**config.mk**
```make
export PLATFORM = sky130hd
export DESIGN_NAME = bffa_out_reg
export DESIGN_NICKNAME = d
export VERILOG_FILES = /design/src/rtl/core/bffa_pkg.sv /design/src/rtl/core/bffa_out_reg.sv
export SDC_FILE = /design/constraint.sdc
export NUM_CORES = 1
export LEC_CHECK = 0
export ABC_AREA = 0
export BUFFER_PORTS_ARGS = -buffer_cell sky130_fd_sc_hd__buf_2
export CORE_UTILIZATION = 39
export CTS_CLUSTER_SIZE = 24
export DETAILED_ROUTE_END_ITERATION = 6
export PLACE_DENSITY = 0.72
export SLEW_MARGIN = 0
export SYNTH_ARGS = -nofsm -noshare
export SYNTH_HDL_FRONTEND = slang
export SYNTH_SLANG_ARGS = --single-unit
export TNS_END_PERCENT = 30
```
**constraint.sdc**
```tcl
create_clock -name clk_i -period 1.41 [get_ports clk_i]
set_input_delay 0 -clock clk_i [delete_from_list [all_inputs] [get_ports clk_i]]
set_output_delay 0 -clock clk_i [all_outputs]
set_load 0.1 [all_outputs]
```
**src/rtl/core/bffa_pkg.sv**
```systemverilog
// Shared widths, operation and status codes, and the result type of the allocator.
`timescale 1ns / 1ps

package bffa_pkg;

  // Field widths of the request and result beats
  localparam int ENTRY_W  = 14;
  localparam int OP_W     = 2;
  localparam int STATUS_W = 2;

  // Default sizing of the usage bitmap
  localparam int MAX_ENTRIES_DEF   = 8192;
  localparam int BITS_PER_WORD_DEF = 8;

  // Entry count register after reset
  localparam logic [ENTRY_W-1:0] ENTRIES_RESET = 14'd8192;

  // Operation codes
  localparam logic [OP_W-1:0] OP_ALLOC   = 2'd0;
  localparam logic [OP_W-1:0] OP_RELEASE = 2'd1;
  localparam logic [OP_W-1:0] OP_QUERY   = 2'd2;
  localparam logic [OP_W-1:0] OP_MARK    = 2'd3;

  // Status codes
  localparam logic [STATUS_W-1:0] STATUS_OK       = 2'd0;
  localparam logic [STATUS_W-1:0] STATUS_FULL     = 2'd1;
  localparam logic [STATUS_W-1:0] STATUS_RANGE    = 2'd2;
  localparam logic [STATUS_W-1:0] STATUS_CONFLICT = 2'd3;

  // One result beat
  typedef struct packed {
    logic [ENTRY_W-1:0]  result_index;
    logic                used_flag;
    logic [STATUS_W-1:0] status;
    logic [ENTRY_W-1:0]  free_count;
  } rsp_t;

endpackage

```
**src/rtl/core/bffa_out_reg.sv**
```systemverilog
// Output register: holds one result beat so the sequencer can take the next request.
`timescale 1ns / 1ps

module bffa_out_reg (
  input  logic           clk_i,
  input  logic           rst_ni,
  input  logic           in_valid_i,
  output logic           in_ready_o,
  input  bffa_pkg::rsp_t in_data_i,
  output logic           out_valid_o,
  input  logic           out_ready_i,
  output bffa_pkg::rsp_t out_data_o
);
  import bffa_pkg::*;

  logic valid_q, valid_d;
  rsp_t data_q;

  // Load when empty or when the held beat leaves this cycle
  assign in_ready_o = !valid_q || out_ready_i;

  always_comb begin
    valid_d = valid_q;
    if (in_ready_o) begin
      valid_d = in_valid_i;
    end
  end

  always_ff @(posedge clk_i or negedge rst_ni) begin
    if (!rst_ni) begin
      valid_q <= 1'b0;
    end else begin
      valid_q <= valid_d;
    end
  end

  always_ff @(posedge clk_i) begin
    if (in_ready_o && in_valid_i) begin
      data_q <= in_data_i;
    end
  end

  assign out_valid_o = valid_q;
  assign out_data_o  = data_q;

endmodule

```
Yosys cells after proc, flatten, opt, wreduce, memory -nomap -nowiden
Cells that the tools add are included.

operators by class
  reduce and logical (&&, ||, !) cells = 3

operator list
  cell               number
  1-bit logical AND  1
  1-bit zero test    1
  1-bit logical OR   1

storage, ports and cells
  output and inout bits = 33
  logic and storage cells = 8
  register bits after elaboration = 32
  input bits = 35

Longest topological paths before layout
  word-level depth = 3
  mapped depth = 2
  gate-level depth less buffers = 2

Least setup slack after synthesis
Ideal clock, no wire load.

  path type = register to register
  start point = reg valid_q (netlist: out_valid_o)
  end point = reg data_q, in the netlist out_data_o[0] (enable)
  buffers on the path = 0
  data required time = 1.132 ns
  slack = -0.559 ns
  data arrival time = 1.691 ns
  stages on the path, launching flop included = 3
  cells stage by stage = dfrtp_1 -> nand2b_4 -> and2_4

between the ends
  word-level cells in the longest chain between the ends = 3

ends and longest elaborated chain
  element                 line                source
  start, declared         bffa_out_reg.sv:16  logic valid_q, valid_d;
  start signal, assigned  bffa_out_reg.sv:33  valid_q <= valid_d;
  1-bit zero test         bffa_out_reg.sv:20  assign in_ready_o = !valid_q || out_ready_i;
  1-bit logical OR        bffa_out_reg.sv:20
  via in_ready_o          bffa_out_reg.sv:8   output logic in_ready_o,
  1-bit logical AND       bffa_out_reg.sv:38  if (in_ready_o && in_valid_i) begin
  end signal, assigned    bffa_out_reg.sv:39  data_q <= in_data_i;
  end, declared           bffa_out_reg.sv:17  rsp_t data_q;

The timed path passes the listed nets, and every way through them passes these cells.
A chain may end at the register's enable or synchronous reset.

Worst setup path after layout
  start point = reg valid_q (netlist: out_valid_o)
  end point = out in_ready_o

between the ends
  word-level cells in the longest chain between the ends = 2

ends and longest elaborated chain
  element           line
  1-bit zero test   bffa_out_reg.sv:20
  1-bit logical OR  bffa_out_reg.sv:20
  end, declared     bffa_out_reg.sv:8

No other way between the ends.

==> impl.org <==
** Run status
- Outcome :: completed

** Clocking
- The tree built by TritonCTS fans out to 32 sinks.
- Number of CTS-inserted buffers :: 5
- Once the clock tree was built, the resizer swapped 0 gates to a different size.
- TritonCTS built the clock tree.
- At the later pin of the worst-skew pair, clock insertion delay measures 0.31 ns.
- Maximum level of the CTS H-tree :: 2
- No sink is reached through more buffers than the 2 on the longest clock path.
- Total of hold buffers inserted after clock tree synthesis :: 35
- Clock-pin slew was measured on the worst setup and hold paths at 0.08 ns.
- The cell sitting at the root of the clock tree is a sky130_fd_sc_hd__clkbuf_4.
- Post-CTS setup-driven buffer insertion count :: 0

** Synth
- Synthesis inferred 32 register bits.
- Of all cell types, the one taking the most synthesized area is sky130_fd_sc_hd__edfxtp_1.
- sky130_fd_sc_hd__edfxtp_1 is the most common cell in the netlist.
- The synthesized design contains 31 enable-type register cells.
- During synthesis, Yosys emitted a total of 0 warnings.
- For this run, asynchronously set or reset flops after synthesis account for 3.125%.
- Total standard cell area after synthesis :: about 980 sq um
- In this run the biggest area consumer among cell types represents a little over nine tenths of the synthesized area.
- By area the synthesized netlist is led by sky130_fd_sc_hd__edfxtp_1 95%, sky130_fd_sc_hd__dfrtp_1 2.5%, sky130_fd_sc_hd__nand2b_4 1.4%.
- Counting every instance in the synthesized netlist gives 35.
- Portion of the post-synthesis area used by sequential elements :: 97.08%
- Cell variety after synth :: 5
- Mapped Avg Cell Area :: about 28 sq um
- Synthesis produced a netlist with a net count of 70.
- Dominant synthesized flop cell :: sky130_fd_sc_hd__edfxtp_1
- By count the netlist is led by 31 x sky130_fd_sc_hd__edfxtp_1, 1 x sky130_fd_sc_hd__and2_4, 1 x sky130_fd_sc_hd__dfrtp_1, 1 x sky130_fd_sc_hd__nand2b_1, 1 x sky130_fd_sc_hd__nand2b_4.

** Routing
- In the final routing, the length of wire on met1 measures 785 um.
- Top layer used by detailed routing :: met4
- In the routed layout, each cell is associated on average with a via count of around 4.
- After detailed routing, the number of remaining DRC violations is 0.
- First drt pass iteration count :: 4
- Summed over all nets, wire length on met3 after detailed routing comes to roughly 180 um.
- Wire segments on met2 add up to 1.036 mm in the final route.
- After detailed routing, the average wire length per cell comes to approximately 12 um.
- Number of violations reported at the end of detailed-routing iteration 0 :: 3
- Detailed routing inserted a total of ~700 vias.
- The count of nets left with antenna violations once routing finished came out at 0.
- The final layout contains routed wiring with a total length of a little over 2 mm.

** Critical path
- Data required time at the worst endpoint :: 1.41 ns
- Worst Path Max Fanout :: 3
- Critical path launch point type :: flop
- Startpoint of the worst-slack reg-to-reg timing path :: out_valid_o$_DFFE_PN0P_
- Element type at the critical path end :: output pin
- The worst setup path is of the flop to output pin kind.
- In this run the register-to-register setup slack is between 0.1 and 0.15 ns.
- Register-to-Register Path Depth :: 3
- STA puts the critical path data arrival time at 1.31 ns.
- Crit. Startpoint :: out_valid_o$_DFFE_PN0P_
- Reg-to-reg critical path endpoint :: out_valid_o$_DFFE_PN0P_

** Min path
- For hold timing, the worst endpoint is out_data_o[5]$_DFFE_PP_.
- The worst hold path was traced through 2 stages.
- In this run the most critical hold path is launched from in_data_i[5].
- Type of the worst min-delay path :: input port to flop

** Finish
- Final #Nets :: 179
- Finished Cell Area :: between 0.0015 and 0.002 sq mm
- Filler cell count :: around 140
- Final cell count without fillers :: between 150 and 200
- Area growth from synthesis to layout :: 78.53%
- Share of cells above drive strength 1 :: approximately 52%
- The repair_antennas step left the layout with diodes totalling 0.

** Global routing
- Global route overflow :: 0
- Pin count of the biggest net entering global routing :: 32
- The number of global-route vias before repair is 675.
- The number of antenna violations at the first check in global routing came to 0.
- GRT Util Overall :: about 16%
- The first global-routing pass estimated 2.904 mm of wire.

** Power
- Leakage dissipation :: 0.0007561 uW
- Power Density :: 1226 mW/mm^2
- Maximum vdd ir drop :: around 0.85 mV
- Power after layout :: roughly 2200 uW

** Placement
- After detailed placement, the total cell area comes to around 0.0014 sq mm.
- Timing analysis after detailed placement gives a worst setup slack of roughly 0.11 ns.
- Cell count after placement :: between 100 and 150
- At the end of routability-driven placement, the weighted congestion stood at about 0.71.
- # port buffers :: 67

** Floorplanning
- Site row count :: 17
- For this design the top-level I/O count stands at between 60 and 70.
- Effective utilization at floorplan :: a little over two fifths
- Floorplan die height :: between 50 and 60 um
- The core region is approximately 0.0023 sq mm.
- From left edge to right edge, the die measures ~52 um.
- The die covers around 0.0027 sq mm.

** Timing
- Once routing completed, OpenROAD measured the worst setup slack at between 0.1 and 0.15 ns.
- Transition at the pin with the smallest max-transition slack :: approximately 0.50 ns
- Post-route minimum period :: roughly 1.3 ns
- On the final layout, the worst clock skew is between 0.0015 and 0.002 ns.
- The hold violation count in the final report came to 0.
- For this run, the top clock speed supported by timing is approximately 0.77 GHz.
- Setup repair after global routing left no endpoint under its margin.
- Final Slew Violations :: 0
- The worst pin sits at a relative slew slack of 67.10%.
- Final critical-path share of the clock period :: around 90%
- Final setup violation count :: 0
- After routing, the total negative slack on setup checks comes to 0 ns.

** Run
- Maxcap violations :: 0
-- metrics by stage --
stage / util, % / hold WS [ns]
2_1_floorplan: - / -0.2956
3_3_place_gp: 59.15 / -0.2250
3_5_place_dp: 59.15 / -0.2229
4_1_cts: 76.53 / 0.3541
5_1_grt: 76.53 / 0.3633
6_report: 76.53 / 0.3817
-- logic make-up after synthesis --
family / Yosys count / share of synthesized area (%)
and+or+nand+nor: 3 / 2.923
DFF: 32 / 97.08
-- layout by cell type, fill, tap and decap left out, drive strengths merged --
| cell type | count |
|---|---|
| dlygate4sd3 | 35 |
| and2 | 1 |
| clkbuf | 7 |
| clkinv | 1 |
| dfrtp | 1 |
| edfxtp | 31 |
| buf | 67 |
| nand2b | 2 |
-- worst max path at each step --
stage	endpoint	slack (ns)	cells after the start
after global placement	out_data_o[8]$_DFFE_PP_	0.14	2
after global routing	out_data_o[0]$_DFFE_PP_	0.06	2
final	in_ready_o	0.10	2
after detailed placement	out_data_o[20]$_DFFE_PP_	0.11	2
after floorplan	out_data_o[0]$_DFFE_PP_	-0.27	2
after CTS	in_ready_o	0.08	2
-- critical path, stage by stage (launching register included) --
cell and delay, ns:
sky130_fd_sc_hd__dfrtp_4 0.49, sky130_fd_sc_hd__nand2b_4 0.08, sky130_fd_sc_hd__buf_2 0.42
-- area by class of cell --
cell class	count	area [sq um]	share of cell area, %
Clock buffer	7	45.04	2.562
Clock inverter	1	3.754	0.2135
Multi-Input combinational cell	3	28.78	1.637
Sequential cell	32	959.7	54.59
Tap cell	28	35.03	1.993
Timing Repair Buffer	102	685.7	39.00
-- power breakdown --
group | switching, uW | total, uW | leakage [uW] | internal (uW)
logic | 441 | 576 | 0.000424 | 135
clock network | 270 | 462 | 0.0000269 | 191
registers | 12.6 | 1120 | 0.000305 | 1110
total | 723 | 2160 | 0.000756 | 1430
-- flip-flops by register name, summed over array words and instances, names as in the netlist --
register	count
out_data_o	31
out_valid_o	1
-- metal layers --
| metal | global-route usage, % | vias up |
|---|---|---|
| met5 | 0 | - |
| met2 | 28.42 | 45 |
| li1 | - | 353 |
| met1 | 16.40 | 309 |
| met4 | 6.579 | 0 |
| met3 | 7.246 | 2 |
Note: power is estimated with default switching activity, not from simulation.
