==> config.mk <==
export PLATFORM = sky130hd
export DESIGN_NAME = bffa_engine
export DESIGN_NICKNAME = d
export VERILOG_FILES = /design/src/rtl/core/bffa_pkg.sv /design/src/rtl/core/bffa_engine.sv
export SDC_FILE = /design/constraint.sdc
export NUM_CORES = 1
export LEC_CHECK = 0
export BUFFER_PORTS_ARGS = -buffer_cell sky130_fd_sc_hd__buf_2
export CAP_MARGIN = 15
export CORE_ASPECT_RATIO = 0.7
export CORE_UTILIZATION = 59
export CTS_BUF_LIST = sky130_fd_sc_hd__clkbuf_4 sky130_fd_sc_hd__clkbuf_8
export DETAILED_ROUTE_END_ITERATION = 16
export GPL_TIMING_DRIVEN = 0
export PLACE_DENSITY = 0.79
export SLEW_MARGIN = 20
export SYNTH_ARGS = -nofsm -noshare
export SYNTH_HDL_FRONTEND = slang
export SYNTH_SLANG_ARGS = --single-unit
==> constraint.sdc <==
create_clock -name clk_i -period 11 [get_ports clk_i]
set_clock_uncertainty 0.1 [all_clocks]
set_input_delay 1.65 -clock clk_i [delete_from_list [all_inputs] [get_ports clk_i]]
set_output_delay 1.65 -clock clk_i [all_outputs]
set_load 0.1 [all_outputs]
==> src/rtl/core/bffa_pkg.sv <==
// Shared widths, operation and status codes, and the result type of the allocator.
`timescale 1ns / 1ps

package bffa_pkg;

  // Field widths of the request and result beats
  localparam int ENTRY_W  = 14;
  localparam int OP_W     = 2;
  localparam int STATUS_W = 2;

  // Default sizing of the usage bitmap
  localparam int MAX_ENTRIES_DEF   = 8192;
  localparam int BITS_PER_WORD_DEF = 8;

  // Entry count register after reset
  localparam logic [ENTRY_W-1:0] ENTRIES_RESET = 14'd8192;

  // Operation codes
  localparam logic [OP_W-1:0] OP_ALLOC   = 2'd0;
  localparam logic [OP_W-1:0] OP_RELEASE = 2'd1;
  localparam logic [OP_W-1:0] OP_QUERY   = 2'd2;
  localparam logic [OP_W-1:0] OP_MARK    = 2'd3;

  // Status codes
  localparam logic [STATUS_W-1:0] STATUS_OK       = 2'd0;
  localparam logic [STATUS_W-1:0] STATUS_FULL     = 2'd1;
  localparam logic [STATUS_W-1:0] STATUS_RANGE    = 2'd2;
  localparam logic [STATUS_W-1:0] STATUS_CONFLICT = 2'd3;

  // One result beat
  typedef struct packed {
    logic [ENTRY_W-1:0]  result_index;
    logic                used_flag;
    logic [STATUS_W-1:0] status;
    logic [ENTRY_W-1:0]  free_count;
  } rsp_t;

endpackage

==> src/rtl/core/bffa_engine.sv <==
// Sequencer: clears the bitmap, splits indexes, does read-modify-write and the free scan.
`timescale 1ns / 1ps

module bffa_engine #(
  parameter int  MAX_ENTRIES   = bffa_pkg::MAX_ENTRIES_DEF,
  parameter int  BITS_PER_WORD = bffa_pkg::BITS_PER_WORD_DEF,
  localparam int WORD_COUNT    = (MAX_ENTRIES + BITS_PER_WORD - 1) / BITS_PER_WORD,
  localparam int ADDR_W        = (WORD_COUNT > 1) ? $clog2(WORD_COUNT) : 1
) (
  input  logic                         clk_i,
  input  logic                         rst_ni,
  input  logic [bffa_pkg::ENTRY_W-1:0] n_entries_i,
  input  logic                         req_valid_i,
  output logic                         req_ready_o,
  input  logic [bffa_pkg::OP_W-1:0]    opcode_i,
  input  logic [bffa_pkg::ENTRY_W-1:0] entry_index_i,
  output logic                         rsp_valid_o,
  input  logic                         rsp_ready_i,
  output bffa_pkg::rsp_t               rsp_o,
  output logic                         mem_we_o,
  output logic [ADDR_W-1:0]            mem_waddr_o,
  output logic [BITS_PER_WORD-1:0]     mem_wdata_o,
  output logic                         mem_re_o,
  output logic [ADDR_W-1:0]            mem_raddr_o,
  input  logic [BITS_PER_WORD-1:0]     mem_rdata_i
);
  import bffa_pkg::*;

  localparam int BIT_W   = $clog2(BITS_PER_WORD);
  localparam int CNT_W   = $clog2(WORD_COUNT + 1);
  localparam int USED_W  = $clog2(MAX_ENTRIES + 1);
  // Reciprocal multiply: exact quotient for any ENTRY_W-bit dividend
  localparam int DIV_SH  = ENTRY_W + BIT_W + 1;
  localparam int RECIP   = ((1 << DIV_SH) + BITS_PER_WORD - 1) / BITS_PER_WORD;
  localparam int RECIP_W = DIV_SH + 1;
  localparam int PROD_W  = ENTRY_W + RECIP_W;
  localparam logic [RECIP_W-1:0] RECIP_C = RECIP_W'(RECIP);

  // Sequencer states
  localparam logic [2:0] S_CLR     = 3'd0;
  localparam logic [2:0] S_IDLE    = 3'd1;
  localparam logic [2:0] S_DIV     = 3'd2;
  localparam logic [2:0] S_SPLIT   = 3'd3;
  localparam logic [2:0] S_RMW     = 3'd4;
  localparam logic [2:0] S_SCAN_RD = 3'd5;
  localparam logic [2:0] S_SCAN_CK = 3'd6;
  localparam logic [2:0] S_DONE    = 3'd7;

  logic [2:0]          state_q, state_d;
  logic [OP_W-1:0]     op_q, op_d;
  logic [ENTRY_W-1:0]  idx_q, idx_d;
  logic [ENTRY_W-1:0]  pos_q, pos_d;
  logic [ADDR_W-1:0]   word_q, word_d;
  logic [BIT_W-1:0]    bit_q, bit_d;
  logic [CNT_W-1:0]    scan_q, scan_d;
  logic [CNT_W-1:0]    hint_q, hint_d;
  logic [ADDR_W-1:0]   clr_q, clr_d;
  logic [USED_W-1:0]   used_q, used_d;
  logic [ENTRY_W-1:0]  res_index_q, res_index_d;
  logic                res_used_q, res_used_d;
  logic [STATUS_W-1:0] res_status_q, res_status_d;

  logic [PROD_W-1:0]   prod;
  logic [ENTRY_W-1:0]  quot;
  logic [ENTRY_W-1:0]  word_base;
  logic [ENTRY_W-1:0]  rem;
  logic [ENTRY_W-1:0]  free_cnt;
  logic                cur_bit;
  logic [BIT_W-1:0]    zero_pos;
  logic                zero_found;
  logic [31:0]         scan_base;
  logic [31:0]         alloc_idx;

  // Split the zero-based position into word and bit
  assign prod      = PROD_W'(pos_q) * PROD_W'(RECIP_C);
  assign quot      = ENTRY_W'(prod >> DIV_SH);
  assign word_base = ENTRY_W'(32'(word_q) * BITS_PER_WORD);
  assign rem       = pos_q - word_base;

  // Free entries: effective count minus used, floored at zero
  always_comb begin
    if (32'(n_entries_i) > 32'(used_q)) begin
      free_cnt = ENTRY_W'(32'(n_entries_i) - 32'(used_q));
    end else begin
      free_cnt = '0;
    end
  end

  assign cur_bit = mem_rdata_i[bit_q];

  // Lowest clear bit of the word under scan
  always_comb begin
    zero_pos   = '0;
    zero_found = 1'b0;
    for (int i = BITS_PER_WORD - 1; i >= 0; i--) begin
      if (!mem_rdata_i[i]) begin
        zero_pos   = BIT_W'(i);
        zero_found = 1'b1;
      end
    end
  end

  assign scan_base = 32'(scan_q) * BITS_PER_WORD;
  assign alloc_idx = scan_base + 32'(zero_pos) + 32'd1;

  // Next state and memory access
  always_comb begin
    state_d      = state_q;
    op_d         = op_q;
    idx_d        = idx_q;
    pos_d        = pos_q;
    word_d       = word_q;
    bit_d        = bit_q;
    scan_d       = scan_q;
    hint_d       = hint_q;
    clr_d        = clr_q;
    used_d       = used_q;
    res_index_d  = res_index_q;
    res_used_d   = res_used_q;
    res_status_d = res_status_q;
    mem_we_o     = 1'b0;
    mem_waddr_o  = word_q;
    mem_wdata_o  = mem_rdata_i;
    mem_re_o     = 1'b0;
    mem_raddr_o  = word_q;

    unique case (state_q)
      S_CLR: begin
        // Sweep zeros through the bitmap
        mem_we_o    = 1'b1;
        mem_waddr_o = clr_q;
        mem_wdata_o = '0;
        clr_d       = clr_q + 1'b1;
        if (clr_q == ADDR_W'(WORD_COUNT - 1)) begin
          state_d = S_IDLE;
        end
      end
      S_IDLE: begin
        if (req_valid_i) begin
          op_d  = opcode_i;
          idx_d = entry_index_i;
          pos_d = entry_index_i - ENTRY_W'(1);
          if (opcode_i == OP_ALLOC) begin
            if (free_cnt == '0) begin
              res_index_d  = '0;
              res_used_d   = 1'b0;
              res_status_d = STATUS_FULL;
              state_d      = S_DONE;
            end else begin
              scan_d  = hint_q;
              state_d = S_SCAN_RD;
            end
          end else if (entry_index_i == '0 || entry_index_i > n_entries_i) begin
            res_index_d  = entry_index_i;
            res_used_d   = 1'b0;
            res_status_d = STATUS_RANGE;
            state_d      = S_DONE;
          end else begin
            state_d = S_DIV;
          end
        end
      end
      S_DIV: begin
        word_d  = ADDR_W'(quot);
        state_d = S_SPLIT;
      end
      S_SPLIT: begin
        bit_d       = BIT_W'(rem);
        mem_re_o    = 1'b1;
        mem_raddr_o = word_q;
        state_d     = S_RMW;
      end
      S_RMW: begin
        res_index_d  = idx_q;
        res_used_d   = cur_bit;
        res_status_d = STATUS_OK;
        unique case (op_q)
          OP_RELEASE: begin
            if (!cur_bit) begin
              res_status_d = STATUS_CONFLICT;
            end else begin
              mem_we_o    = 1'b1;
              mem_wdata_o = mem_rdata_i & ~(BITS_PER_WORD'(1) << bit_q);
              used_d      = used_q - 1'b1;
              res_used_d  = 1'b0;
              if (32'(word_q) < 32'(hint_q)) begin
                hint_d = CNT_W'(word_q);
              end
            end
          end
          OP_MARK: begin
            if (cur_bit) begin
              res_status_d = STATUS_CONFLICT;
            end else begin
              mem_we_o    = 1'b1;
              mem_wdata_o = mem_rdata_i | (BITS_PER_WORD'(1) << bit_q);
              used_d      = used_q + 1'b1;
              res_used_d  = 1'b1;
            end
          end
          OP_ALLOC, OP_QUERY: begin
            res_used_d = cur_bit;
          end
        endcase
        state_d = S_DONE;
      end
      S_SCAN_RD: begin
        // Stop once the word starts past the last managed entry
        if (scan_base >= 32'(n_entries_i)) begin
          res_index_d  = '0;
          res_used_d   = 1'b0;
          res_status_d = STATUS_FULL;
          hint_d       = scan_q;
          state_d      = S_DONE;
        end else begin
          mem_re_o    = 1'b1;
          mem_raddr_o = scan_q[ADDR_W-1:0];
          state_d     = S_SCAN_CK;
        end
      end
      S_SCAN_CK: begin
        if (!zero_found) begin
          scan_d  = scan_q + 1'b1;
          state_d = S_SCAN_RD;
        end else if (alloc_idx > 32'(n_entries_i)) begin
          res_index_d  = '0;
          res_used_d   = 1'b0;
          res_status_d = STATUS_FULL;
          hint_d       = scan_q;
          state_d      = S_DONE;
        end else begin
          mem_we_o     = 1'b1;
          mem_waddr_o  = scan_q[ADDR_W-1:0];
          mem_wdata_o  = mem_rdata_i | (BITS_PER_WORD'(1) << zero_pos);
          used_d       = used_q + 1'b1;
          res_index_d  = ENTRY_W'(alloc_idx);
          res_used_d   = 1'b1;
          res_status_d = STATUS_OK;
          hint_d       = scan_q;
          state_d      = S_DONE;
        end
      end
      S_DONE: begin
        if (rsp_ready_i) begin
          state_d = S_IDLE;
        end
      end
    endcase
  end

  assign req_ready_o = (state_q == S_IDLE);
  assign rsp_valid_o = (state_q == S_DONE);

  always_comb begin
    rsp_o.result_index = res_index_q;
    rsp_o.used_flag    = res_used_q;
    rsp_o.status       = res_status_q;
    rsp_o.free_count   = free_cnt;
  end

  // Control state
  always_ff @(posedge clk_i or negedge rst_ni) begin
    if (!rst_ni) begin
      state_q <= S_CLR;
      clr_q   <= '0;
      hint_q  <= '0;
      used_q  <= '0;
    end else begin
      state_q <= state_d;
      clr_q   <= clr_d;
      hint_q  <= hint_d;
      used_q  <= used_d;
    end
  end

  // Operation payload
  always_ff @(posedge clk_i) begin
    op_q         <= op_d;
    idx_q        <= idx_d;
    pos_q        <= pos_d;
    word_q       <= word_d;
    bit_q        <= bit_d;
    scan_q       <= scan_d;
    res_index_q  <= res_index_d;
    res_used_q   <= res_used_d;
    res_status_q <= res_status_d;
  end

endmodule

# Yosys cells after proc, flatten, opt, wreduce, memory -nomap -nowiden
# Index checks and enable logic that the tools add are counted.
totals:
  inputBits: 42
  output_inout_bits: 63
  wordCells: 170
  regBits: 108
op_classes:
  bitwise_logic: 4
  add_sub_neg: 9
  n_reduce_logical: 17
  eq_ne: 28
  muxes: 91
  magnitude_cmp: 6
  shifts: 2
op_table:
  columns: ["op", "n"]
  rows:
  - ["14-bit two-way mux", 12]
  - ["11-bit two-way mux", 9]
  - ["14-bit case mux with 2 select lines", 2]
  - ["14-bit case mux with 4 select lines", 1]
  - ["10-bit two-way mux", 4]
  - ["3-bit two-way mux", 13]
  - ["11-bit case mux with 3 select lines", 1]
  - ["8-bit two-way mux", 4]
  - ["14-bit greater-than comparator", 2]
  - ["14-bit zero test", 2]
  - ["3-bit case mux with 8 select lines", 1]
  - ["8-bit case mux with 3 select lines", 1]
  - ["1-bit two-way mux", 22]
  - ["11-bit case mux with 2 select lines", 1]
  - ["2-bit two-way mux", 10]
  - ["10-bit case mux with 2 select lines", 1]
  - ["2-bit != test (second input constant)", 9]
  - ["6-bit AND reduction", 3]
  - ["15-bit by 1-bit adder with 16-bit output (second input constant)", 1]
  - ["16-bit by 14-bit greater-than comparator with 1-bit output", 1]
  - ["8-bit bitwise OR", 2]
  - ["8-bit case mux with 2 select lines", 1]
  - ["1-bit by 3-bit << shifter with 8-bit output (first input constant)", 2]
  - ["14-bit by 3-bit adder with 15-bit output", 1]
  - ["other kinds (38)", 51]

# Logic depth before layout (Yosys ltp)
# Gate-level depths: netlist of the first run.
depth:
  word_depth: 14
  depth_mapped: 21
  ltp_nobuf: 19

# Least setup slack after synthesis of the first run
# Ideal clock, no wire load.
synth_path:
  kind: "input to output"
  from: "input port mem_rdata_i[6]"
  to: "output port mem_waddr_o[0]"
  arrival_time_ns: 5.505
  setup_slack_ns: 3.745
  path_stages: 19
  required_ns: 9.250
  path_buffers: 1
  path_cell_list: "inv_1 o21ai_0 nand2_1 nand2_1 nand2_1 a21boi_0 ha_1 nand3_1 nor3_2 xor2_1 ha_1 a21o_1 a21o_1 a2bb2oi_1 o2111ai_1 and2_1 nor3_1 buf_6 a221o_1"
synth_between:
  elab_chain_cells: 13
  word_cells_on_any_way: 20
  classes_between: "add/sub: 2; order compare: 1; mux: 17"
synth_lines:
  columns: ["item", "line_no", "text"]
  rows:
  - ["start, declared", "bffa_engine.sv:25", "input logic [BITS_PER_WORD-1:0] mem_rdata_i"]
  - ["3-bit two-way mux (7 in a row)", "bffa_engine.sv:96", "if (!mem_rdata_i[i]) begin"]
  - ["14-bit by 3-bit adder with 15-bit output", "bffa_engine.sv:104", "assign alloc_idx = scan_base + 32'(zero_pos) + 32'd1;"]
  - ["15-bit by 1-bit adder with 16-bit output", "bffa_engine.sv:104", null]
  - ["16-bit by 14-bit greater-than comparator with 1-bit output", "bffa_engine.sv:225", "end else if (alloc_idx > 32'(n_entries_i)) begin"]
  - ["10-bit two-way mux", "bffa_engine.sv:225", null]
  - ["10-bit two-way mux (*)", "bffa_engine.sv:222", "if (!zero_found) begin"]
  - ["10-bit case mux with 2 select lines (*)", "bffa_engine.sv:127", "unique case (state_q)"]
  - ["end, declared", "bffa_engine.sv:21", "output logic [ADDR_W-1:0] mem_waddr_o,"]
# Every way passes the cells marked *; elsewhere a longest branch is shown, timed or not.

# Final worst setup path of the first run
layout_path:
  from: "input port mem_rdata_i[6]"
  to: "output port mem_waddr_o[7]"
# The elaborated chain is that of the path after synthesis.

==> results of run 1 <==
worst paths after layout:
| check | depth (start not counted) | to | slack, ns |
|---|---|---|---|
| max reg2reg | 17 | res_index_q[6] | 6.33 |
| max | 21 | mem_waddr_o[7] | 2.20 |
| min reg2reg | 0 | word_q[4] | 0.34 |
| min in group asynchronous | 1 | used_q[4] | 1.29 |
| max in group asynchronous | 1 | hint_q[0] | 8.91 |
| min | 0 | word_q[4] | 0.34 |
kinds of logic (layout without fill, tap and decap cells):
kind of cell    Yosys count  after routing  share of synthesized area
flops                   108            108                      0.360
compound gates          208            208                      0.170
fa+ha+maj                74             74                      0.110
simple gates            339            339                      0.198
mux                      37             37                     0.0503
buf+inv                 113            233                     0.0580
xor+xnor                 51             51                     0.0536
metrics by stage:
step           utilization  power, mW  setup slack [ns]  instances  instance area, µm²
6_report             0.680       2.19              2.20       1240                9490
5_1_grt              0.680       2.29              1.92       1240                9490
4_1_cts              0.680       2.17              2.35       1240                9490
3_5_place_dp         0.662       1.88              2.38       1224                9250
3_3_place_gp         0.662       1.86              2.35       1224                9240
2_1_floorplan            -       1.63              3.75        930                8480
metal layers:
metal / global-route usage / vias to the layer above / share of wire
met1: 0.533 / 3833 / 0.45
met2: 0.498 / 562 / 0.40
met5: 0 / - / 0
met4: 0.0785 / 0 / 0.018
li1: - / 3671 / -
met3: 0.0871 / 38 / 0.13
where the power goes:
part / switching [mW] / internal, mW
Clock: 0.158 / 0.135
Sequential: 0.0563 / 0.550
Combinational: 0.980 / 0.314
critical path, cell delays in order:
cell                        delay [ns]
sky130_fd_sc_hd__buf_2            0.13
sky130_fd_sc_hd__inv_1            0.04
sky130_fd_sc_hd__o21ai_0          0.16
sky130_fd_sc_hd__nand2_1          0.10
sky130_fd_sc_hd__nand2_1          0.07
sky130_fd_sc_hd__nand2_1          0.04
sky130_fd_sc_hd__a21boi_0         0.85
sky130_fd_sc_hd__ha_1             0.44
sky130_fd_sc_hd__nand3_1          0.25
sky130_fd_sc_hd__nor3_2           0.32
sky130_fd_sc_hd__xor2_1           0.32
sky130_fd_sc_hd__ha_1             0.31
sky130_fd_sc_hd__a21o_1           0.16
sky130_fd_sc_hd__a21o_1           0.17
sky130_fd_sc_hd__a2bb2oi_1        0.16
sky130_fd_sc_hd__o2111ai_1        0.25
sky130_fd_sc_hd__and2_1           0.26
sky130_fd_sc_hd__nor3_1           0.51
sky130_fd_sc_hd__buf_6            0.23
sky130_fd_sc_hd__a221o_1          0.18
sky130_fd_sc_hd__buf_2            0.43
placed cells by master (no fill, tap or decap), types with 6 or more instances in the layout:
master	n
sky130_fd_sc_hd__a221o_1	13
sky130_fd_sc_hd__nor2_1	54
sky130_fd_sc_hd__o211ai_1	12
sky130_fd_sc_hd__nor3_1	31
sky130_fd_sc_hd__a22oi_1	19
sky130_fd_sc_hd__inv_1	61
sky130_fd_sc_hd__o311a_1	9
sky130_fd_sc_hd__nand2_1	114
sky130_fd_sc_hd__nand2b_1	7
sky130_fd_sc_hd__buf_2	119
sky130_fd_sc_hd__a21oi_1	33
sky130_fd_sc_hd__ha_1	73
sky130_fd_sc_hd__xor2_1	22
sky130_fd_sc_hd__dfrtp_1	38
sky130_fd_sc_hd__a31oi_1	14
sky130_fd_sc_hd__nand3_1	44
sky130_fd_sc_hd__mux2_2	15
sky130_fd_sc_hd__or4_1	9
sky130_fd_sc_hd__xnor2_1	28
sky130_fd_sc_hd__clkbuf_1	24
sky130_fd_sc_hd__mux2i_1	19
sky130_fd_sc_hd__clkbuf_8	9
sky130_fd_sc_hd__o21ai_0	42
sky130_fd_sc_hd__nand4_1	19
sky130_fd_sc_hd__and3_1	25
sky130_fd_sc_hd__o31ai_1	6
sky130_fd_sc_hd__edfxtp_1	70
sky130_fd_sc_hd__a21o_1	17
sequential cells by signal (all words and copies together) (netlist names):
| name | flops |
|---|---|
| used_q | 14 |
| res_status_q | 2 |
| clr_q | 10 |
| scan_q | 11 |
| op_q | 2 |
| idx_q | 14 |
| bit_q | 3 |
| pos_q | 13 |
| hint_q | 11 |
| word_q | 10 |
| res_used_q | 1 |
| res_index_q | 14 |
| state_q | 3 |
area by class of cell:
| cell class | instances | area (µm²) | share of cell area |
|---|---|---|---|
| sequential | 108 | 3050 | 0.322 |
| multi-input combinational | 709 | 4940 | 0.521 |
| inverter | 63 | 239 | 0.0252 |
| timing repair buffer | 104 | 520 | 0.0548 |
| buffer | 50 | 253 | 0.0266 |
| clock buffer | 9 | 124 | 0.0131 |
| tap | 190 | 238 | 0.0250 |
| clock inverter | 7 | 121 | 0.0128 |
==> run summary, run 1 <==
The power density normalized to cell area came out at 231 mW/mm². The endpoint kind of the worst setup timing path is a primary output. The synthesized netlist net count came out at 1,046. The count of endpoints failing hold in the final timing report was 0.

The count of distinct cell types in the synthesized netlist is 76. The flow ran to the end, and the final reports show no timing, DRC or antenna violations. The number of global-route vias before repair is 7,141. The number of max-capacitance violations reported came out at 0. The total of flip-flops plus latches after synthesis came out at 108. The most used flip-flop cell after synthesis is sky130_fd_sc_hd__edfxtp_1. The die outline area came out at 0.0149 mm². For this design the static power due to leakage is 4.32 nW. The yosys synthesis warning count is 0. The final-layout setup total negative slack came out at 0 ns. The global placement routability congestion came out at 0.995.

The clock drives 108 sinks. For this run, the total global-route usage over all layers was measured as 0.351. The biggest area contributor in the post-synthesis netlist is sky130_fd_sc_hd__edfxtp_1. The number of rows in the core area came out at 36. Headroom to the max-slew limit came out at 0.269.

The largest buffer count on any clock path came out at 2. The die outline width is 145 µm. Setup repair after global routing left no endpoint under its margin. The proportion of synthesized chip area in sequential cells came out at 0.360. Entering global routing, the biggest net connects 39 pins.

The commonest cells after synthesis are 114 x sky130_fd_sc_hd__nand2_1, 73 x sky130_fd_sc_hd__ha_1, 70 x sky130_fd_sc_hd__edfxtp_1. The H-tree depth is 3. The initial antenna violation count is 0. After detailed routing, the number of vias per cell comes to 6.54. The top cell type's share of synthesized area came out at 0.248. For this configuration, the core starts out at a cell density of 0.607. In the synthesized netlist the async set-or-reset flop fraction comes to 0.352. The standard cell core area came out at 0.0140 mm². The number of nets in the final layout is 1,161. For this run, the detailed router's first-pass iteration total came to 6. TritonCTS built the clock tree.

In this run the vertical extent of the chip is 102 µm. Of the available clock period, the critical path in the final layout requires 0.800. The maximum resistive drop on vdd came out at 186 µV.

The category of the worst setup path launch point is an input port. The proportion of layout cells with a drive suffix above 1 came out at 0.168. The total standard cell area after synthesis is 0.00848 mm². The startpoint identified for the worst hold timing path is pos_q[7].

The final antenna-violating net count is 0. Relative to the synthesized area, the layout overhead comes to 11.9%. The top-level port count is 105. The setup path with the least slack is of type in2out. The post-detailed-route wirelength per cell came out at 20.7 µm. Counting flops with a built-in enable in the synthesized netlist gives 70. The timing-limited maximum frequency came out at 114 MHz. The total inserted antenna cells is 0. For this block, the routed nets add up to 25,700 µm of wire. The max-slew violation count came to 0. The first-pass GRT wire length is 39,900 µm. The peak fanout along the critical path came out at 10.

After synthesis, the cell types taking the most area are sky130_fd_sc_hd__edfxtp_1 25%, sky130_fd_sc_hd__dfrtp_1 11%, sky130_fd_sc_hd__ha_1 11%. The total of hold buffers inserted after clock tree synthesis is 0. The clock buffer count from CTS came out at 9. The final-layout fill cell count came out at 1,161. The start point of the critical path is mem_rdata_i[6]. The remaining global-route overflow came out at 0. Setup violations remaining at the end of the flow were counted as 0. The final hold slack came out at 0.336 ns.

The cell with the most instances after synthesis is sky130_fd_sc_hd__nand2_1. The half-perimeter wire length of the detailed placement result is 19,800 µm. The via total after detailed routing is 8,104.

For the worst-skew pair, the clock arrives at the later sink with an insertion delay of 0.39 ns. The first routing iteration left 843 violations. At the pin with the least slew margin, the transition time is 1.09 ns. The clock period minus final worst setup slack came out at 8.80 ns. After clock tree synthesis, the clock-pin slew on the worst setup and hold paths is 0.11 ns. The critical path arrival came out at 7.05 ns. Once the clock tree was built, the setup fixing pass inserted 0 buffers. The number of input and output port buffers inserted came out at 104. The number of design rule violations left after detail routing is 0. The startpoint of the worst-slack reg-to-reg timing path is scan_q[0]. The cell count after synthesis is 930.

The tightest min-delay check is of the reg2reg type. The mean instance size in the synthesized netlist is 9.12 µm². The number of instances resized during post-cts repair came out at 0. The worst endpoint required time came out at 9.25 ns. The clock root buffer is sky130_fd_sc_hd__clkbuf_8.
Note: power is estimated with default switching activity, not from simulation.
==> run 2: changes to the inputs <==
CORE_UTILIZATION = 55   (was 59)
PLACE_DENSITY = 0.77   (was 0.79)
clock period = 7.66 ns   (was 11 ns; I/O delays follow)
==> run 2 against run 1 <==
Clock power up 27%. Critical endpoint unchanged. Register-to-register slack worse by 3.3 ns. Largest cell class unchanged. First-iteration DRC count up 5.2%. Largest power group unchanged. Sequential power up 44%. Highest routed layer unchanged. Combinational power up 44%.
==> run summary, run 2 (synthesis gave the netlist of run 1 again) <==
The number of clock buffers added by TritonCTS is 9. The maximum resistive drop on vdd came out at 253 µV. For the finished layout, the period the worst path requires is 7.45 ns. The most frequent standard cell in the layout excluding fill and tap cells is sky130_fd_sc_hd__buf_2. After global routing the overflow that remains totals 0. The total inserted antenna cells came out at 0. The power density normalized to cell area came out at 328 mW/mm². The initial utilization of the core area, before any placement, comes to 0.571. The number of nets in the final layout came out at 1,161. The number of sinks driven by the clock tree is 108. The overall global routing resource usage came out at 0.328. The relative slew slack is 0.300. After clock tree synthesis, the clock-pin slew on the worst setup and hold paths is 0.11 ns.

The final-layout setup total negative slack came out at 0 ns. The initial antenna violation count came out at 0. The critical path goes through buf_2 -> inv_1 -> o21ai_0 -> nand2_1 -> nand2_1 -> nand2_1 -> a21boi_2 -> ha_1 -> nand3_1 -> nor3_2 -> xor2_1 -> ha_1 -> a21o_1 -> a21o_1 -> a2bb2oi_1 -> o2111ai_1 -> and2_1 -> nor3_1 -> buf_6 -> a221o_1 -> buf_2. By instance count, the cell type seen most on the critical path is sky130_fd_sc_hd__nand2_1.

The largest stage delay on the critical path came out at 0.52 ns. After detailed routing, the total wire length is 25,500 µm. The part of the cycle the worst path needs is 0.973.

The largest buffer count on any clock path came out at 2. The overall power of the completed layout came out at 3.11 mW. The total of hold buffers inserted after clock tree synthesis is 0. The final non-filler cell total came out at 1,245. STA classifies the critical path endpoint as a primary output. The critical path arrival is 6.20 ns. The start point of the critical path is mem_rdata_i[6].

The global placement routability congestion came out at 0.953. The post-detailed-route wirelength per cell is 20.5 µm. STA classifies the critical path startpoint as an input port. The starting DRC count in detailed routing came out at 887.

Data on the critical path is required at its endpoint by 6.41 ns. The final critical-path setup slack is 0.210 ns. The termination of the worst setup path is mem_waddr_o[7]. Summed over all cells, the static leakage comes to 4.31 nW. The count of endpoints failing hold in the final timing report came out at 0. TritonCTS built the clock tree. Post-CTS timing repair inserted 0 buffers for setup. The worst register-to-register path begins at scan_q[0]. The die is 150 µm wide.

The critical path is of the in2out type. The flow ran to the end, and the final reports show no timing, DRC or antenna violations. The floorplan step defined a core boundary enclosing 0.0149 mm². The die outline area is 0.0159 mm². The final setup violation count is 0.

The worst-case register-to-register setup slack is 3.02 ns. The first global-routing pass estimated 39,200 µm of wire. The later-pin clock latency in the skew report came out at 0.40 ns. The number of cells on the worst reg-to-reg path came out at 17.

The library cells used most frequently in the layout, excluding fill and tap cells, are 119 x sky130_fd_sc_hd__buf_2, 114 x sky130_fd_sc_hd__nand2_1, 73 x sky130_fd_sc_hd__ha_1, 70 x sky130_fd_sc_hd__edfxtp_1, 61 x sky130_fd_sc_hd__inv_1. In this run the worst hold path is classified as reg2reg. The half-perimeter wire length of the detailed placement result came out at 19,500 µm. The number of max-capacitance violations reported came out at 0. In this run the number of H-tree levels came out at 3. Once detail routing completed, the nets flagged for antenna violations numbered 0.

The proportion of layout cells with a drive suffix above 1 came out at 0.170. Setup repair after global routing left no endpoint under its margin. The endpoint identified for the worst register-to-register timing path is res_index_q[7]. The number of global-route vias before repair came out at 7,075. The max-slew violation count came to 0. The tree is rooted in a sky130_fd_sc_hd__clkbuf_8. The number of cells after detailed placement is 1,229. The detailed router placed 7,943 vias in this run.

The number of input and output port buffers inserted came out at 104. In this run the vertical extent of the chip is 106 µm. The top-level port count came out at 105. The timing-limited maximum frequency came out at 134 MHz. The number of design rule violations left after detail routing is 0. The largest registers in the layout are idx_q (14), res_index_q (14), used_q (14).

The floorplan has 37 rows. Along the worst path, the maximum fanout reaches 10. The largest net degree at the start of global routing is 39. The number of vias per cell after detailed routing came out at 6.38. From synthesis to final layout, the design area changed by 11.6%. The actual transition at the worst max-transition pin came out at 1.05 ns. The fraction of the core area covered by cells at the end of the flow is 0.637. The critical path's slowest cell is sky130_fd_sc_hd__nor3_1.

The number of detailed-routing iterations run before antenna repair came out at 5. The pre-CTS setup slack is -0.0875 ns.
==> run 2: worst min-delay path by stage <==
| stage | depth (start not counted) | slack, ns | from | endpoint |
|---|---|---|---|---|
| final | 0 | 0.33 | pos_q[6] | word_q[3] |
| after global routing | 0 | 0.34 | pos_q[6] | word_q[3] |
| after CTS | 0 | 0.33 | pos_q[6] | word_q[3] |
| after detailed placement | 0 | 0.30 | pos_q[6] | word_q[3] |
| after global placement | 0 | 0.30 | pos_q[10] | word_q[7] |
| after floorplan | 0 | 0.30 | pos_q[0] | bit_q[0] |
==> run 2: through the flow <==
step / hold WS [ns] / instance area [µm²]
after floorplan: 0.300 / 8480
after global placement: 0.303 / 9250
after detailed placement: 0.305 / 9250
after CTS: 0.332 / 9450
after global routing: 0.337 / 9460
final: 0.329 / 9460
==> run 2: final cells by class <==
type	instances	area [µm²]
Inverter	63	239
Clock inverter	6	68.8
Sequential cell	108	3050
Fill cell	1280	5400
Clock buffer	10	131
Multi-Input combinational cell	709	4950
Tap cell	195	244
Buffer	50	253
Timing Repair Buffer	104	520
==> run 2: layer usage <==
| metal | share of wire | wire length, µm | track usage | vias to the layer above |
|---|---|---|---|---|
| li1 | - | - | - | 3676 |
| met1 | 0.47 | 11900 | 0.511 | 3783 |
| met2 | 0.39 | 10000 | 0.436 | 455 |
| met3 | 0.13 | 3190 | 0.0936 | 29 |
| met4 | 0.012 | 299 | 0.0794 | 0 |
| met5 | 0 | 0 | 0 | - |
==> run 2: what timing repair did <==
item,4_1_cts,5_1_grt
endpoints found under the setup margin,10,11
gates resized for setup,1,1
endpoints found under the hold margin,0,0
==> run 2: power breakdown <==
part / switching, mW / internal [mW]
registers: 0.0823 / 0.790
logic: 1.41 / 0.450
clock network: 0.215 / 0.158
total: 1.71 / 1.40
==> run 2: worst max-delay path: cells and delay by family <==
kind	cells	cell delay (ns)
buffers and inverters	4	0.82
adder cells (fa/ha/maj)	2	0.74
AO/OA/AOI/OAI	7	1.52
XOR/XNOR	1	0.32
AND/OR/NAND/NOR	7	1.63
